$ cat config.mk
export PLATFORM = sky130hd
export DESIGN_NAME = glyph_text_pixel_plotter_flat
export DESIGN_NICKNAME = d
export VERILOG_FILES = /design/src/gtp_pkg.sv /design/src/gtp_if.sv /design/src/gtp_front.sv /design/src/gtp_queue.sv /design/src/gtp_back.sv /design/src/glyph_text_pixel_plotter.sv /design/src/flat_wrapper.sv
export VERILOG_INCLUDE_DIRS = /design/src /design/src/src
export SDC_FILE = /design/constraint.sdc
export NUM_CORES = 1
export LEC_CHECK = 0
export BUFFER_PORTS_ARGS = -buffer_cell sky130_fd_sc_hd__buf_2
export CAP_MARGIN = 20
export CELL_PAD_IN_SITES_DETAIL_PLACEMENT = 0
export CELL_PAD_IN_SITES_GLOBAL_PLACEMENT = 1
export CORE_ASPECT_RATIO = 1.5
export CORE_MARGIN = 2
export CORE_UTILIZATION = 45
export CTS_BUF_LIST = sky130_fd_sc_hd__clkbuf_4 sky130_fd_sc_hd__clkbuf_8
export CTS_CLUSTER_DIAMETER = 30
export DETAILED_ROUTE_END_ITERATION = 10
export GPL_TIMING_DRIVEN = 0
export HOLD_SLACK_MARGIN = 0.05
export PLACE_DENSITY_LB_ADDON = 0.1
export SYNTH_ARGS = -nofsm -noshare
export SYNTH_HDL_FRONTEND = slang
export SYNTH_HIERARCHICAL = 1
export SYNTH_SLANG_ARGS = --single-unit
$ cat constraint.sdc
create_clock -name clk -period 12.4 [get_ports clk]
set_clock_uncertainty 0.15 [all_clocks]
set_input_delay 1.24 -clock clk [delete_from_list [all_inputs] [get_ports clk]]
set_output_delay 1.24 -clock clk [all_outputs]
set_load 0.02 [all_outputs]
$ cat src/assert_macros.svh
// Assertion macros shared by the plotter RTL.
`ifndef ASSERT_MACROS_SVH
`define ASSERT_MACROS_SVH
`ifndef SYNTHESIS
`define GTP_ASSERT(label, clk, rst_n, prop) \
	label: assert property (@(posedge clk) disable iff (!rst_n) prop) \
		else $error("assertion failed");
`define GTP_NEVER(label, clk, rst_n, cond) \
	label: assert property (@(posedge clk) disable iff (!rst_n) !(cond)) \
		else $error("forbidden condition seen");
`else
`define GTP_ASSERT(label, clk, rst_n, prop)
`define GTP_NEVER(label, clk, rst_n, cond)
`endif
`endif

$ cat src/gtp_pkg.sv
// Types, glyph font and character mapping for the glyph pixel plotter.
`default_nettype none
package gtp_pkg;

	localparam int unsigned NUM_GLYPHS = 43;
	localparam int unsigned GLYPH_W = $clog2(NUM_GLYPHS);

	localparam logic [GLYPH_W-1:0] GLYPH_DOT   = GLYPH_W'(10);
	localparam logic [GLYPH_W-1:0] GLYPH_COLON = GLYPH_W'(11);
	localparam logic [GLYPH_W-1:0] GLYPH_ALPHA = GLYPH_W'(12);
	localparam logic [GLYPH_W-1:0] GLYPH_SPACE = GLYPH_W'(38);
	localparam logic [GLYPH_W-1:0] GLYPH_DASH  = GLYPH_W'(39);
	localparam logic [GLYPH_W-1:0] GLYPH_SLASH = GLYPH_W'(40);
	localparam logic [GLYPH_W-1:0] GLYPH_CHECK = GLYPH_W'(41);
	localparam logic [GLYPH_W-1:0] GLYPH_QUERY = GLYPH_W'(42);

	localparam logic [7:0] CHAR_CHECK_LEAD = 8'hE2;
	localparam logic [7:0] CHAR_CHECK_ALT  = 8'h80;

	localparam logic [0:0] REG_WIDTH  = 1'b0;
	localparam logic [0:0] REG_HEIGHT = 1'b1;

	localparam logic [8:0] WIDTH_RESET  = 9'd320;
	localparam logic [8:0] HEIGHT_RESET = 9'd240;

	// row 0 in bits 63:56, leftmost column in the MSB of each row
	localparam logic [63:0] GTP_FONT [NUM_GLYPHS] = '{
		64'h3c666e7e76663c00, 64'h1838181818187e00,
		64'h3c66060c18307e00, 64'h3c66061c06663c00, 64'h060e16267e060600,
		64'h7e607c0606663c00, 64'h1c30607c66663c00, 64'h7e060c1830303000,
		64'h3c66663c66663c00, 64'h3c66663e060c3800, 64'h00000000000c0c00,
		64'h00000c0c000c0c00, 64'h3c66667e66666600, 64'h7c66667c66667c00,
		64'h3c66606060663c00, 64'h786c6666666c7800, 64'h7e60607c60607e00,
		64'h7e60607c60606000, 64'h3c66606e66663c00, 64'h6666667e66666600,
		64'h3c18181818183c00, 64'h1e06060606663c00, 64'h666c7870786c6600,
		64'h6060606060607e00, 64'h63777f6b63636300, 64'h66767e7e6e666600,
		64'h3c66666666663c00, 64'h7c66667c60606000, 64'h3c666666663c0e00,
		64'h7c66667c786c6600, 64'h3c66301c06663c00, 64'h7e18181818181800,
		64'h6666666666663c00, 64'h66666666663c1800, 64'h6363636b7f776300,
		64'h66663c183c666600, 64'h6666663c18181800, 64'h7e060c1830607e00,
		64'h0000000000000000, 64'h0000007e00000000, 64'h0002040810204000,
		64'h0001024428100000, 64'h003c425a5a423c00
	};

	typedef struct packed {
		logic [63:0] mask;
		logic [8:0]  x;
		logic [8:0]  y;
		logic [15:0] color;
	} gtp_entry_t;

	function automatic logic [GLYPH_W-1:0] gtp_glyph_index(input logic [7:0] c);
		logic [GLYPH_W-1:0] idx;
		if (c >= "0" && c <= "9") begin
			idx = GLYPH_W'(c - "0");
		end else if (c == ".") begin
			idx = GLYPH_DOT;
		end else if (c == ":") begin
			idx = GLYPH_COLON;
		end else if (c >= "A" && c <= "Z") begin
			idx = GLYPH_W'(c - "A") + GLYPH_ALPHA;
		end else if (c >= "a" && c <= "z") begin
			idx = GLYPH_W'(c - "a") + GLYPH_ALPHA;
		end else if (c == " ") begin
			idx = GLYPH_SPACE;
		end else if (c == "-") begin
			idx = GLYPH_DASH;
		end else if (c == "/") begin
			idx = GLYPH_SLASH;
		end else if (c == CHAR_CHECK_LEAD || c == CHAR_CHECK_ALT) begin
			idx = GLYPH_CHECK;
		end else begin
			idx = GLYPH_QUERY;
		end
		return idx;
	endfunction

endpackage
`default_nettype wire

$ cat src/gtp_if.sv
// Request channels of the plotter: character in, pixel write out.
`default_nettype none
interface gtp_char_if;
	logic               valid;
	logic               ready;
	logic [7:0]         char_code;
	logic               new_text;
	logic signed [10:0] start_x;
	logic signed [10:0] start_y;
	logic [15:0]        pixel_color;
	modport source (output valid, char_code, new_text, start_x, start_y, pixel_color,
		input ready);
	modport sink (input valid, char_code, new_text, start_x, start_y, pixel_color,
		output ready);
endinterface

interface gtp_pix_if;
	logic        valid;
	logic        ready;
	logic [16:0] pixel_address;
	logic [15:0] write_color;
	logic        last;
	modport source (output valid, pixel_address, write_color, last, input ready);
	modport sink (input valid, pixel_address, write_color, last, output ready);
endinterface
`default_nettype wire

$ cat src/gtp_front.sv
// Front end: accept characters, track the cursor, build the visible pixel mask.
`default_nettype none
module gtp_front
	import gtp_pkg::*;
(
	input  wire logic       clk,
	input  wire logic       arst_n,
	gtp_char_if.sink        char_in,
	input  wire logic [8:0] w_eff,
	input  wire logic [8:0] h_eff,
	input  wire logic       q_full,
	output logic            push,
	output gtp_entry_t      push_data
);

	logic signed [10:0] cx_q, cy_q;
	logic signed [10:0] nx, ny;
	logic signed [11:0] adv_sum;
	logic [7:0]         row_vis, col_vis;
	logic [63:0]        glyph;

	assign char_in.ready = !q_full;
	assign push          = char_in.valid && !q_full;

	always_comb begin
		adv_sum = 12'(cx_q) + 12'sd8;
		if (char_in.new_text) begin
			nx = char_in.start_x;
			ny = char_in.start_y;
		end else begin
			nx = (adv_sum > 12'sd1023) ? 11'sd1023 : adv_sum[10:0];
			ny = cy_q;
		end
	end

	always_comb begin
		logic signed [12:0] py, px;
		for (int i = 0; i < 8; i++) begin
			py = 13'(ny) + 13'(i);
			px = 13'(nx) + 13'(i);
			row_vis[i] = (py >= 13'sd0) && (py < $signed({4'b0, h_eff}));
			col_vis[i] = (px >= 13'sd0) && (px < $signed({4'b0, w_eff}));
		end
	end

	assign glyph = GTP_FONT[gtp_glyph_index(char_in.char_code)];

	always_comb begin
		for (int k = 0; k < 64; k++) begin
			push_data.mask[k] = glyph[63-k] && row_vis[k/8] && col_vis[k%8];
		end
		push_data.x     = nx[8:0];
		push_data.y     = ny[8:0];
		push_data.color = char_in.pixel_color;
	end

	always_ff @(posedge clk or negedge arst_n) begin
		if (!arst_n) begin
			cx_q <= '0;
			cy_q <= '0;
		end else if (push) begin
			cx_q <= nx;
			cy_q <= ny;
		end
	end

endmodule
`default_nettype wire

$ cat src/gtp_queue.sv
// Two-entry queue between the front end and the pixel scanner.
`default_nettype none
`include "assert_macros.svh"
module gtp_queue
	import gtp_pkg::*;
(
	input  wire logic        clk,
	input  wire logic        arst_n,
	input  wire logic        push,
	input  wire gtp_entry_t  push_data,
	output logic             full,
	input  wire logic        pop,
	output logic             nonempty,
	output gtp_entry_t       pop_data
);

	gtp_entry_t mem_q [2];
	logic       wr_ptr_q, rd_ptr_q;
	logic [1:0] count_q;

	assign full     = (count_q == 2'd2);
	assign nonempty = (count_q != 2'd0);
	assign pop_data = mem_q[rd_ptr_q];

	always_ff @(posedge clk or negedge arst_n) begin
		if (!arst_n) begin
			wr_ptr_q <= 1'b0;
			rd_ptr_q <= 1'b0;
			count_q  <= 2'd0;
		end else begin
			if (push) wr_ptr_q <= !wr_ptr_q;
			if (pop) rd_ptr_q <= !rd_ptr_q;
			unique case ({push, pop})
				2'b10:   count_q <= count_q + 2'd1;
				2'b01:   count_q <= count_q - 2'd1;
				default: count_q <= count_q;
			endcase
		end
	end

	always_ff @(posedge clk) begin
		if (push) mem_q[wr_ptr_q] <= push_data;
	end

	`GTP_NEVER(a_no_overflow, clk, arst_n, push && full)
	`GTP_NEVER(a_no_underflow, clk, arst_n, pop && !nonempty)

endmodule
`default_nettype wire

$ cat src/gtp_back.sv
// Back end: scan the pixel mask and issue one framebuffer write per cycle while pix_out is not stalled.
`default_nettype none
`include "assert_macros.svh"
module gtp_back
	import gtp_pkg::*;
(
	input  wire logic        clk,
	input  wire logic        arst_n,
	input  wire logic [8:0]  w_eff,
	input  wire logic        q_nonempty,
	input  wire gtp_entry_t  q_data,
	output logic             pop,
	gtp_pix_if.source        pix_out
);

	logic [63:0] mask_q;
	logic [8:0]  x_q, y_q;
	logic [15:0] color_q;

	logic        s1_v;
	logic [8:0]  py_s1, px_s1;
	logic [15:0] color_s1;
	logic        last_s1;

	logic        out_v_q;
	logic [16:0] addr_q;
	logic [15:0] out_color_q;
	logic        out_last_q;

	logic        adv, pick;
	logic [63:0] rest;
	logic [5:0]  k;

	assign adv  = !out_v_q || pix_out.ready;
	assign pick = (mask_q != '0) && adv;
	assign rest = mask_q & (mask_q - 64'd1);
	assign pop  = q_nonempty && ((mask_q == '0) || (adv && rest == '0));

	always_comb begin
		k = '0;
		for (int b = 63; b >= 0; b--) begin
			if (mask_q[b]) k = 6'(b);
		end
	end

	always_ff @(posedge clk or negedge arst_n) begin
		if (!arst_n) begin
			mask_q  <= '0;
			s1_v    <= 1'b0;
			out_v_q <= 1'b0;
		end else begin
			if (pop) begin
				mask_q <= q_data.mask;
			end else if (pick) begin
				mask_q <= rest;
			end
			if (adv) begin
				s1_v    <= pick;
				out_v_q <= s1_v;
			end
		end
	end

	always_ff @(posedge clk) begin
		if (pop) begin
			x_q     <= q_data.x;
			y_q     <= q_data.y;
			color_q <= q_data.color;
		end
		if (adv) begin
			py_s1       <= y_q + 9'(k[5:3]);
			px_s1       <= x_q + 9'(k[2:0]);
			color_s1    <= color_q;
			last_s1     <= (rest == '0);
			addr_q      <= 17'(18'(py_s1) * 18'(w_eff) + 18'(px_s1));
			out_color_q <= color_s1;
			out_last_q  <= last_s1;
		end
	end

	assign pix_out.valid         = out_v_q;
	assign pix_out.pixel_address = addr_q;
	assign pix_out.write_color   = out_color_q;
	assign pix_out.last          = out_last_q;

	`GTP_ASSERT(a_more_pixels_follow, clk, arst_n, (s1_v && !last_s1) |-> (mask_q != '0))
	`GTP_NEVER(a_pick_only_when_loaded, clk, arst_n, pick && pop && (rest != '0))

endmodule
`default_nettype wire

$ cat src/glyph_text_pixel_plotter.sv
// Top level of the 8x8 glyph text pixel plotter.
// Usage:
//   char_in carries one text character per request (code, new_text, start
//   position, color); pix_out carries framebuffer writes (address, color,
//   last). Both use valid/ready; a request moves when both are high.
//   wr_en/wr_index/wr_data write display_width (index 0) and
//   display_height (index 1); write only while the block is idle.
//   Each character yields one write per visible set glyph pixel, scanned
//   row by row, left to right; last marks the final write of a character.
//   A character with no visible pixel yields nothing.
//   The first write of a character passes the queue, the mask register, the
//   scan stage and the output register. The pixel scanner issues one write
//   per cycle while pix_out is not stalled; a character gives N writes,
//   N the visible pixel count (at most 64).
//   A two-entry queue lets char_in keep accepting while pixels drain.
//   Reset clears the cursor to (0,0), empties the pipeline and restores
//   width 320 and height 240. When pix_out stalls, the write held on it
//   stays put and the scanner and queue fill, then char_in drops ready.
`default_nettype none
module glyph_text_pixel_plotter
	import gtp_pkg::*;
#(
	parameter int unsigned MAX_DIM = 320
) (
	input  wire logic       clk,
	input  wire logic       arst_n,
	input  wire logic       wr_en,
	input  wire logic [0:0] wr_index,
	input  wire logic [8:0] wr_data,
	gtp_char_if.sink        char_in,
	gtp_pix_if.source       pix_out
);

	localparam int unsigned DIM_W = $clog2(MAX_DIM + 1) > 9 ? $clog2(MAX_DIM + 1) : 9;

	logic [8:0] width_q, height_q;
	logic [8:0] w_eff, h_eff;
	logic       push, q_full, pop, q_nonempty;
	gtp_entry_t push_data, q_data;

	always_ff @(posedge clk or negedge arst_n) begin
		if (!arst_n) begin
			width_q  <= WIDTH_RESET;
			height_q <= HEIGHT_RESET;
		end else if (wr_en) begin
			unique case (wr_index)
				REG_WIDTH:  width_q  <= wr_data;
				REG_HEIGHT: height_q <= wr_data;
				default:    width_q  <= width_q;
			endcase
		end
	end

	assign w_eff = (DIM_W'(width_q) > DIM_W'(MAX_DIM)) ? 9'(MAX_DIM) : width_q;
	assign h_eff = (DIM_W'(height_q) > DIM_W'(MAX_DIM)) ? 9'(MAX_DIM) : height_q;

	gtp_front u_front (
		.clk       (clk),
		.arst_n    (arst_n),
		.char_in   (char_in),
		.w_eff     (w_eff),
		.h_eff     (h_eff),
		.q_full    (q_full),
		.push      (push),
		.push_data (push_data)
	);

	gtp_queue u_queue (
		.clk       (clk),
		.arst_n    (arst_n),
		.push      (push),
		.push_data (push_data),
		.full      (q_full),
		.pop       (pop),
		.nonempty  (q_nonempty),
		.pop_data  (q_data)
	);

	gtp_back u_back (
		.clk        (clk),
		.arst_n     (arst_n),
		.w_eff      (w_eff),
		.q_nonempty (q_nonempty),
		.q_data     (q_data),
		.pop        (pop),
		.pix_out    (pix_out)
	);

endmodule
`default_nettype wire

$ cat src/flat_wrapper.sv
// flat-port wrapper written by rule: the top's interface ports become plain ports
module glyph_text_pixel_plotter_flat import gtp_pkg::*;
#(
	parameter int unsigned MAX_DIM = 320
)
  (clk, arst_n, wr_en, wr_index, wr_data, char_in_valid, char_in_char_code, char_in_new_text, char_in_start_x, char_in_start_y, char_in_pixel_color, char_in_ready, pix_out_valid, pix_out_pixel_address, pix_out_write_color, pix_out_last, pix_out_ready);
  gtp_char_if char_in_i ();
  gtp_pix_if pix_out_i ();
  input  wire logic clk;
  input  wire logic arst_n;
  input  wire logic wr_en;
  input  wire logic [0:0] wr_index;
  input  wire logic [8:0] wr_data;
  input wire logic [$bits(char_in_i.valid)-1:0] char_in_valid;
  input wire logic [$bits(char_in_i.char_code)-1:0] char_in_char_code;
  input wire logic [$bits(char_in_i.new_text)-1:0] char_in_new_text;
  input wire logic [$bits(char_in_i.start_x)-1:0] char_in_start_x;
  input wire logic [$bits(char_in_i.start_y)-1:0] char_in_start_y;
  input wire logic [$bits(char_in_i.pixel_color)-1:0] char_in_pixel_color;
  output wire logic [$bits(char_in_i.ready)-1:0] char_in_ready;
  output wire logic [$bits(pix_out_i.valid)-1:0] pix_out_valid;
  output wire logic [$bits(pix_out_i.pixel_address)-1:0] pix_out_pixel_address;
  output wire logic [$bits(pix_out_i.write_color)-1:0] pix_out_write_color;
  output wire logic [$bits(pix_out_i.last)-1:0] pix_out_last;
  input wire logic [$bits(pix_out_i.ready)-1:0] pix_out_ready;
  assign char_in_i.valid = char_in_valid;
  assign char_in_i.char_code = char_in_char_code;
  assign char_in_i.new_text = char_in_new_text;
  assign char_in_i.start_x = char_in_start_x;
  assign char_in_i.start_y = char_in_start_y;
  assign char_in_i.pixel_color = char_in_pixel_color;
  assign char_in_ready = char_in_i.ready;
  assign pix_out_valid = pix_out_i.valid;
  assign pix_out_pixel_address = pix_out_i.pixel_address;
  assign pix_out_write_color = pix_out_i.write_color;
  assign pix_out_last = pix_out_i.last;
  assign pix_out_i.ready = pix_out_ready;
  glyph_text_pixel_plotter #(.MAX_DIM(MAX_DIM)) u_core (.clk(clk), .arst_n(arst_n), .wr_en(wr_en), .wr_index(wr_index), .wr_data(wr_data), .char_in(char_in_i), .pix_out(pix_out_i));
endmodule
==> flow_summary.toml <==
[drt]
detail_route.first_pass.iterations = 6
mean_routed_wirelength_per_cell_um = 24.5
dr_total_vias = 23400
vias_per_cell = 6.01
drt-initial-drc-count = 1666
drcViolationCount = 0
detail_route.wirelength_mm = 95.1
ant_nets = 0

[global_route]
largest_net_degree_at_the_start_of_global_routing = 85
first_global_vias = 23800
global_route.overflow_total = 0
global_route.usage.total_pct = 28.8
grt_pass1_wl_mm = 144
grt_antenna_before_repair = 1

[timing]
rsz0062_at_grt = "false"
max_freq_ghz = 0.139
tns_ps = 0
post-route-period-util_pct = 58.1
final-setup-viol-count = 0
slew_worst_pin_ps = 1250
max_slew_margin_pct = 16.0
timing_hold_violations_final = 0
final_min_period_ps = 7200
max_slew_violation_count = 0

[synth]
synth_largest_area_cell = "sky130_fd_sc_hd__edfxtp_1"
synth.top_cells.by_area = "sky130_fd_sc_hd__edfxtp_1 31%, sky130_fd_sc_hd__dfrtp_1 9.0%, sky130_fd_sc_hd__ha_1 8.6%"
ys_seq_area_share_pct = 40.7
largest_family_of_logic_cells_by_synthesized_area = "compound AO/OA/AOI/OAI gates"
synth.ff_latch_count = 409
synthesis.area_per_instance_um2 = 10.2
synth.lib_cells_used.distinct = 105
synth_top_cell_area_share_pct = 31.1
synth_top_flop_cell = "sky130_fd_sc_hd__edfxtp_1"
synth_compound_area_share_pct = 16.2
synth-edff-count = 299
synth_simple_gate_area_share_pct = 14.7
synth.area.mux_share_pct = 5.85
yosysWarnings = 6
synth-xor-area-share_pct = 4.16
netlist_area_um2 = 28900
async_reset_ff_share_pct = 26.9
synth-adder-area-share_pct = 12.5
netlist_instances = 2833

[clocking]
clk_latency_ps = 680
clock_tree.buffer_depth = 3
cts_sinks = 409
cts_hold_buffers = 0
root_buffer_cell = "sky130_fd_sc_hd__clkbuf_8"
htree_num_levels = 3
clkTransAtPathRegs_ps = 60
cts.repair.resized = 0
cts_tree = "yes"
total_cts_buffers = 78
post-cts-setup-buffer-count = 0

[place]
placement.cell_area_um2 = 30600
gpl.final_weighted_congestion = 1.02
place_hpwl_mm = 72.6
portBuffers = 77

[floorplan]
chipHeight_um = 314
design.portCount = 98
die_area_um2 = 66200
floorplan.rows = 113
initial_core_util_pct = 45.6
fp.dieW_um = 211
coreArea_um2 = 63300

[finish]
finalInstanceArea_um2 = 32400
postLayoutCoreUtil_pct = 51.1
num-nets-final = 3336
sequential_cell_area_um2 = 11700
post_route_cells_drive_above_1_share_pct = 17.3
footprint_of_the_multi_input_gates_um2 = 15500
fillers = 5913
synthToLayoutAreaGrowth_pct = 12.2

[critical_path]
cp_slowest_cell = "sky130_fd_sc_hd__nor4b_1"
cp_top_family = "simple AND/OR/NAND/NOR gates"
cp.buffers_inverters = 4
worst_setup_path_end_kind = "register"
critical_path_peak_fanout = 10
timing_worst_setup_path_type = "reg -> reg"
critical-path-top-cell-by-count = "sky130_fd_sc_hd__ha_1"
critPathRequiredTime_ps = 12560
crit_path_cell_trace = "ha_1 > buf_2 > nand2_1 > mux2i_4 > a21oi_1 > a2bb2oi_1 > buf_6 > ha_1 > clkbuf_1 > o211ai_1 > nor4_2 > nand2_1 > xnor2_1 > ha_1 > a21oi_1 > o21ai_0 > or4_1 > clkbuf_1 > nor4b_1"
startpoint = "u_core/u_front/cx_q[4]"
worst_r2r_startpoint = "u_core/u_front/cx_q[4]"
setup.worst_path.start_class = "register"
worst_path_largest_cell_delay_ps = 850
worstPathArrival_ps = 7360

[power]
leakage_nw = 12.9
power.ir.vdd_worst_uv = 149
powerDensity_nw_per_um2 = 197

[flow_run]
max_cap_violations = 0

[status]
run_status = "finished clean"

[hold_path]
worstHoldPathType = "reg -> reg"
hp-start = "u_core/u_back/color_s1[13]"
## power breakdown
group	switching, W	internal, W	total, W	leakage [nW]
Clock	0.000617	0.000873	0.00149	0.906
Sequential	0.000106	0.00184	0.00195	4.08
Combinational	0.00180	0.00114	0.00294	7.91
Total	0.00252	0.00386	0.00638	12.9
## cells in the mapped netlist (all sizes together), types with 17 or more instances
master / n
nor3: 59
o21ai: 183
a211oi: 28
dfrtp: 104
a2bb2oi: 20
a31oi: 37
nor2: 165
buf: 112
inv: 160
ha: 198
o21a: 26
edfxtp: 299
nand2b: 21
fa: 56
a21oi: 117
nand2: 268
a211o: 17
or3: 20
o211ai: 26
and3: 28
clkbuf: 89
mux2i: 22
o31ai: 25
xnor2: 102
nor4: 41
xor2: 35
a21o: 34
a2111oi: 19
mux2: 126
and2: 60
nand3: 75
## layout make-up
type                            instances  area share, %
Multi-Input combinational cell       2074           47.9
Sequential cell                       409           36.3
Clock buffer                           95           3.73
Buffer                                201           3.32
Tap cell                              805           3.11
Timing Repair Buffer                   93           1.97
Inverter                              163           1.90
Clock inverter                         48           1.79
Antenna cell                            1        0.00773
## cells in the final DEF (no fill, tap or decap), drive strengths merged, types with 16 or more instances in the layout
master     n
mux2     126
mux2i     22
or4       16
ha       198
nand3     75
nand2    268
a211oi    28
or3       20
and2      60
buf      203
fa        56
a211o     17
nor4      41
a21o      34
edfxtp   299
o211ai    26
a2bb2oi   20
xnor2    102
xor2      35
o31ai     25
nor3      59
a2111oi   19
and3      28
a31oi     37
inv      165
a21oi    117
dfrtp    104
o21ai    183
clkbuf   185
nand2b    21
clkinv    29
nor2     165
o21a      26
## state kept, by name, summed over array words and instances, names as in the netlist, 9 cells and up
signal,cells
u_core/height_q,9
u_core/u_back/color_q,16
u_core/u_back/color_s1,16
u_core/u_back/mask_q,64
u_core/u_back/pix_out.pixel_address,17
u_core/u_back/pix_out.write_color,16
u_core/u_back/px_s1,9
u_core/u_back/py_s1,9
u_core/u_back/x_q,9
u_core/u_back/y_q,9
u_core/u_front/cx_q,11
u_core/u_front/cy_q,11
u_core/u_queue/mem_q,196
u_core/width_q,9
## layer usage
metal  vias to the layer above  track usage [%]  share of wire, %  wire length [µm]
li1                      10800                -                 -                 -
met1                     11400             34.5                40             37600
met2                       912             49.4                49             46400
met3                       305             3.75               5.3              5060
met4                         0             17.3               6.3              6040
met5                         -                0                 0                 0
## logic make-up after synthesis
kind of cell	count (synthesis)
simple gates	835
compound gates	685
flops	409
buf+inv	364
fa+ha+maj	254
mux	148
xor+xnor	137
other cells	1
## stage by stage
step	instances	worst slack, ps	hold WS [ps]	power, W
after CTS	3886	5290	243	0.00643
after floorplan	2847	5930	250	0.00404
after detailed placement	3743	4970	255	0.00489
after global placement	3729	2790	251	0.00483
final	3889	5200	268	0.00638
after global routing	3889	4820	270	0.00683
## final timing paths
check,to,slack [ps],depth (start not counted)
min in group asynchronous,u_core/u_front/cx_q[6],290,1
max reg2reg,u_core/u_queue/mem_q[0][61],5200,19
max in group asynchronous,u_core/u_queue/rd_ptr_q,11000,2
max,u_core/u_queue/mem_q[0][61],5200,19
min,u_core/u_back/pix_out.write_color[13],270,0
min reg2reg,u_core/u_back/pix_out.write_color[13],270,0
(Power assumes the default switching activity.)
